## src/sv/fbmpn_div_cell.sv

```systemverilog
`timescale 1ns / 1ps
// ----------------------------------------------------------------------------
// fbmpn_div_cell
// One restoring-division step: resolves one quotient bit per cell.
// ----------------------------------------------------------------------------
module fbmpn_div_cell #(
	parameter int UW  = 27,
	parameter int DW  = 8,
	parameter int BIT = 0
) (
	input  logic          clk,
	input  logic          arst_n,
	input  logic          en,
	input  logic [DW-1:0] d,
	input  logic          vld_i,
	input  logic          neg_i,
	input  logic [UW-1:0] u_i,
	input  logic [DW-1:0] rem_i,
	input  logic [UW-1:0] q_i,
	output logic          vld_o,
	output logic          neg_o,
	output logic [UW-1:0] u_o,
	output logic [DW-1:0] rem_o,
	output logic [UW-1:0] q_o
);

	logic [DW:0] trial, diff;
	logic        ge;

	always_comb begin
		trial = {rem_i, u_i[BIT]};
		diff  = trial - {1'b0, d};
		ge    = trial >= {1'b0, d};
	end

	always_ff @(posedge clk or negedge arst_n) begin
		if (!arst_n) begin
			vld_o <= 1'b0;
		end else if (en) begin
			vld_o <= vld_i;
		end
	end

	always_ff @(posedge clk) begin
		if (en) begin
			neg_o <= neg_i;
			u_o   <= u_i;
			rem_o <= ge ? diff[DW-1:0] : trial[DW-1:0];
			q_o   <= {q_i[UW-2:0], ge};
		end
	end

endmodule

```

## config.mk

```make
export PLATFORM = sky130hd
export DESIGN_NAME = fbmpn_div_cell
export DESIGN_NICKNAME = d
export VERILOG_FILES = /design/src/sv/fbmpn_div_cell.sv
export SDC_FILE = /design/constraint.sdc
export NUM_CORES = 1
export LEC_CHECK = 0
export BUFFER_PORTS_ARGS = -buffer_cell sky130_fd_sc_hd__buf_4
export CAP_MARGIN = 0
export CELL_PAD_IN_SITES_DETAIL_PLACEMENT = 1
export CELL_PAD_IN_SITES_GLOBAL_PLACEMENT = 1
export CORE_ASPECT_RATIO = 0.9
export CORE_MARGIN = 5
export CORE_UTILIZATION = 37
export CTS_BUF_LIST = sky130_fd_sc_hd__clkbuf_16
export CTS_CLUSTER_DIAMETER = 120
export DETAILED_ROUTE_END_ITERATION = 12
export GPL_TIMING_DRIVEN = 0
export PLACE_DENSITY = 0.83
export SETUP_SLACK_MARGIN = 0.05
export SLEW_MARGIN = 5
export SYNTH_ARGS = -nofsm -noshare
export SYNTH_HDL_FRONTEND = slang
export SYNTH_SLANG_ARGS = --single-unit
```

## constraint.sdc

```tcl
create_clock -name clk -period 1.56 [get_ports clk]
set_input_delay 0.312 -clock clk [delete_from_list [all_inputs] [get_ports clk]]
set_output_delay 0.312 -clock clk [all_outputs]
set_load 0.02 [all_outputs]
```

==> reports/metrics.cfg, run 1 <==
[yosys]
synthSimpleGateAreaFrac_pct = 3.09
syn_inst = 131
synthFlopType = edfxtp_1
yosys_warnings = 0
ys_types = 31
synth_compound_area_share_pct = 5.63
synthesis.nets = 215
synth-edff-count = 63
ys_ff_latch = 64
syn_area_mm2 = 0.00247
yosys.area_share.adder_pct = 4.87
syn_area_per_cell_um2 = 18.8
synth_seq_area_share_pct = 77.7
synth_top_family_by_area = compound AO/OA/AOI/OAI gates
synthXorXnorAreaFrac_pct = 1.06
synth.area.mux_share_pct = 4.92
async_reset_ff_share_pct = 1.56

[critical_path]
start_kind = primary input
critical_path_arrival_ns = 1.89
timing.critical_path.buf_inv = 2
crit_path_end_kind = register
slowest_delay_ns = 0.36
cp_data_required_time_ns = 1.63
path_delay_family = adder cells
slowest_stage = fa_2
crit_path_max_fanout = 2
crit_type = primary input to register
cp_cell_sequence = buf_12, inv_12, ha_4, fa_2, nor2b_2, o31a_1, nor4_2, a311o_1, mux2_4

[floorplanning]
io_pins = 139
dieHeight_um = 87.5
num_rows = 28
core_region_area_mm2 = 0.00655
initial_core_util_pct = 37.7
chipWidth_um = 96.1
die_area_mm2 = 0.00840

[clock_tree]
cts_tree = yes
clock_tree.root_cell = clkbuf_16
clk_pin_slew_worst_paths_ns = 0.05
clk_latency_ns = 0.32
cts_buffer_depth = 2
numCtsBuffers = 9
htreeDepth = 3
numClockSinks = 64

[global_route]
grt_pass1_wl_um = 11500
grt.overflow.total = 0
grt_usage_pct = 19.1
grt_pass1_vias = 1993
antenna_found_initial = 0
grt_max_degree = 65

[routing]
wirelength_um = 7880
num_vias = 1801
drtIter0Drc = 67
routedWlPerCell_um = 20.4
detail-route-antenna-nets = 0
first_pass_iters = 4
route.detailed.drc = 0
viasPerCell = 4.67

[sta]
final_hold_viol_count = 0
worst_slack_ns = -0.266
fin_crit_ns = 1.83
slew_viol_final = 0
relSlewSlack_pct = 46.6
clock.fmax_mhz = 548
worst_pin_slew_ns = 0.800
period_share_pct = 117
skew_ns = 0
setup_viol = 8
rsz0062_at_grt = yes
setup_tns_ns = -1.71

[power_and_ir_drop]
p_per_area_mw_per_mm2 = 1160
peakVddDrop_uv = 662
leakagePower_nw = 1.79

[layout]
layout-drive-gt1-share_pct = 66.2
area_growth_pct = 68.7
antenna_cells = 0
nNetsFinal = 376

[flow_run]
maxCapViolCount = 0

[outcome]
violations = setup timing
status = complete, but fails checks

[placement]
port_buffers = 137
hpwl_um = 5540
globalplace.congestion = 0.759
dp_slack_ns = -0.743

[worst_hold_path]
hold_path.class = primary input to register

-- through the flow --
stage	instance area (um^2)	utilization [%]	instances	hold WS [ns]	total power, W
after detailed placement	3650	55.7	358	0.0905	0.00303
after global routing	4160	63.5	386	0.152	0.00504
after global placement	3650	55.7	358	0.0873	0.00299
after floorplan	2510	-	131	0.0164	0.00256
final	4160	63.5	386	0.169	0.00483
after CTS	4150	63.4	387	0.158	0.00486
-- worst paths after layout --
check,start,to,slack (ns),depth (start not counted)
worst max-delay path,u_i[0],rem_o[6],-0.27,9
worst min-delay path,q_i[21],q_o[22],0.17,1
worst max register to register,vld_o,vld_o,0.79,1
worst min register to register,vld_o,vld_o,0.55,1
max in group asynchronous,arst_n,vld_o,1.15,2
min in group asynchronous,arst_n,vld_o,0.33,2
-- cells in the final DEF, fill, tap and decap left out, drive strengths merged, types with 3 or more instances in the layout --
| master | netlist | final |
|---|---|---|
| clkbuf | 0 | 9 |
| a21o | 3 | 3 |
| edfxtp | 63 | 63 |
| xnor2 | 3 | 3 |
| nor3 | 3 | 3 |
| mux2 | 7 | 7 |
| inv | 12 | 14 |
| clkinv | 0 | 3 |
| ha | 8 | 8 |
| buf | 2 | 151 |
| nor2 | 4 | 4 |
-- synth_stat cells (3+ instances only) --
library cell,number,area [um^2]
ha_1,8,100
inv_1,12,45.0
nor2_1,4,15.0
nor3_1,3,15.0
mux2_4,6,90.1
xnor2_1,3,26.3
edfxtp_1,63,1890
-- logic make-up (layout without fill, tap and decap cells) --
group | after synthesis | after routing
DFF | 64 | 64
AOI/OAI and AO/OA | 17 | 17
and+or+nand+nor | 15 | 15
buffers and inverters | 14 | 179
adders and majority gates | 9 | 9
muxes | 9 | 9
xor gates and xnor gates | 3 | 3
-- where the power goes --
| group | internal [W] | switching, W |
|---|---|---|
| Clock | 0.00104 | 0.000663 |
| Sequential | 0.00207 | 0.0000495 |
| Combinational | 0.000509 | 0.000491 |
-- timing repair --
item / in CTS / in global routing
endpoints found under the setup margin: 9 / 9
hold buffers: 1 / 0
gates cloned: 0 / 0
setup buffers: 13 / 0
hold endpoints to repair: 1 / 0
gates resized for setup: 24 / 4
pin swaps: 14 / 0
-- final cells by class --
class,instances,area (um^2)
sequential,64,1920
tap,90,113
inverter,12,60.1
clock buffer,9,225
multi-input combinational,53,646
clock inverter,6,30.0
timing repair buffer,151,1160
buffer,1,11.3
fill,634,2390
-- sequential cells by signal (all words and copies together) (netlist names) --
signal and count:
vld_o 1, rem_o 8, q_o 27, u_o 27
neg_o 1
-- per-layer routing --
metal,vias to the layer above,GRT usage (%),wire [um]
li1,824,-,-
met1,883,19.5,2760
met2,89,35.9,4240
met5,-,0,0
met3,5,6.57,830
met4,0,6.20,42
No activity file was read; power rests on OpenSTA's default activity.
==> run 2, diff against run 1 <==
- CORE_ASPECT_RATIO: 0.9 -> 0.75
==> run 2 against run 1 <==
  * Total power rose by 4.7%
  * Die area up 0.17%
  * Wire length rose by 0.18%
  * The run still ends with setup timing left
  * Global-route usage shrank 0.48 points
  * Critical path depth decreased by 1
  * Combinational power about the same
  * Register-to-register slack about the same
  * Clock skew did not move
  * Non-clock buffer count is 5 higher
  * Clock power increased by 12%
  * Largest power group unchanged
  * Hold slack got worse by 0.010 ns
  * Core utilization up 2.6 points
==> reports/metrics.cfg, run 2 (synthesis results as in run 1) <==
[clock_tree]
clock_tree.root_cell = clkbuf_16
numClockSinks = 64  ; unchanged
cts_buffer_depth = 2  ; unchanged
htreeDepth = 3  ; unchanged
clk_latency_ns = 0.31  ; about the same
clk_pin_slew_worst_paths_ns = 0.06  ; about the same
cts_tree = yes
numCtsBuffers = 9  ; unchanged

[placement]
dpl-instance-area_mm2 = 0.00364  ; -0.31%
dp_slack_ns = -0.704  ; +0.0387 ns
dpl.cell_count = 349  ; -2.5%
globalplace.congestion = 0.752  ; -0.84%
hpwl_um = 5410  ; -2.4%
port_buffers = 137  ; unchanged

[worst_hold_path]
hold_depth = 1  ; unchanged
hold_path.class = primary input to register
min_from = u_i[20]

[floorplanning]
io_pins = 139  ; unchanged
die_area_mm2 = 0.00842  ; +0.17%
num_rows = 25  ; -11%
dieHeight_um = 80.7  ; -7.7%
core_region_area_mm2 = 0.00638  ; -2.6%
chipWidth_um = 104  ; +8.6%
initial_core_util_pct = 38.7  ; +1.0 points

[routing]
first_pass_iters = 5  ; +1
route.detailed.drc = 0  ; unchanged
viasPerCell = 4.81  ; +3.1%
drtIter0Drc = 108  ; +61%
detail-route-antenna-nets = 0  ; unchanged
wirelength_um = 7890  ; +0.18%
num_vias = 1837  ; +2.0%
routedWlPerCell_um = 20.7  ; +1.2%

[global_route]
grt_pass1_vias = 1939  ; -2.7%
grt_pass1_wl_um = 11500  ; +0.11%
grt.overflow.total = 0  ; unchanged
grt_max_degree = 65  ; unchanged
antenna_found_initial = 0  ; unchanged
grt_usage_pct = 18.6  ; -0.48 points

[critical_path]
reg2regPathDepth = 1  ; unchanged
crit_path_max_fanout = 5  ; +3
setup.worst_path.start = d[2]
cp_data_required_time_ns = 1.63  ; about the same
r2r_start = vld_o
start_kind = primary input
crit_type = primary input to register
crit_path_end_kind = register
critical_path_arrival_ns = 1.94  ; +0.05 ns

[layout]
nNetsFinal = 381  ; +1.3%
top_regs = q_o (27), u_o (27), rem_o (8)
antenna_cells = 0  ; unchanged
layout_common_cells = buf_4, edfxtp_1, clkbuf_16, ha_4
final_cell_area_mm2 = 0.00422  ; +1.3%
final_cells = 382  ; -1.0%
area_growth_pct = 70.9
layout.cells.most_common = buf_4
layout-drive-gt1-share_pct = 67.1  ; +0.89 points

[sta]
final_hold_viol_count = 0  ; unchanged
setup_tns_ns = -1.66  ; +0.0566 ns
setup_viol = 8  ; unchanged
clock.fmax_mhz = 536  ; -2.2%
worst_pin_slew_ns = 0.800  ; -0.000611 ns
fin_crit_ns = 1.87  ; +0.0402 ns
relSlewSlack_pct = 46.7  ; about the same
skew_ns = 0  ; unchanged
worst_slack_ns = -0.306  ; -0.0402 ns
period_share_pct = 120  ; +2.6 points
rsz0062_at_grt = yes
slew_viol_final = 0  ; unchanged

[power_and_ir_drop]
peakVddDrop_uv = 706  ; +6.7%
leakagePower_nw = 1.81  ; +1.4%
p_total_w = 0.00505  ; +4.7%
p_per_area_mw_per_mm2 = 1200  ; +3.3%

[flow_run]
maxCapViolCount = 0  ; unchanged

[outcome]
violations = setup timing
status = complete, but fails checks

==> run 2: repair_timing <==
item                       CTS  global route
pin swaps                   12             1
hold buffers                 1             0
cloned                       1             0
buffers inserted            15             1
setup endpoints to repair    9             9
hold endpoints to repair     1             0
gates resized for setup     23             5
==> run 2: cell type report <==
cell class	count	area (um^2)
Fill cell	609	2160
Multi-Input combinational cell	53	632
Inverter	12	60.1
Clock inverter	6	61.3
Clock buffer	9	225
Buffer	2	22.5
Timing Repair Buffer	155	1200
Tap cell	81	101
Sequential cell	64	1920
==> run 2: worst max-delay path, cell delays in order <==
cell and delay, ns:
buf_4 0.11, inv_2 0.06, ha_4 0.22, nor2b_2 0.17, o31a_1 0.32, buf_4 0.14
a311o_1 0.33, mux2_4 0.26
==> run 2: stage by stage <==
stage                     hold slack (ns)  util, %
final                               0.159     66.1
after global routing                0.143     66.1
after CTS                           0.144     65.5
after detailed placement           0.0949     57.0
after global placement             0.0873     57.0
after floorplan                    0.0164        -
==> run 2: path summary, 6_finish.rpt <==
path                                 end  slack, ns
min in group asynchronous          vld_o       0.31
worst min-delay path             u_o[20]       0.16
worst max-delay path            rem_o[6]      -0.31
max in group asynchronous          vld_o       1.17
worst min register to register     vld_o       0.56
worst max register to register     vld_o       0.78
==> run 2: metal layers <==
layer / share of wire [%] / track usage (%) / wire length, um / vias to the layer above
li1: - / - / - / 838
met1: 41 / 21.0 / 3230 / 904
met2: 51 / 33.0 / 4030 / 88
met3: 7.3 / 7.95 / 578 / 7
met4: 0.63 / 4.53 / 50 / 0
met5: 0 / 0 / 0 / -
==> run 2: report_power, final <==
part / switching [W] / internal, W / total [W]
logic: 0.000496 / 0.000524 / 0.00102
registers: 0.0000491 / 0.00207 / 0.00212
clock network: 0.000694 / 0.00122 / 0.00191
total: 0.00124 / 0.00381 / 0.00505
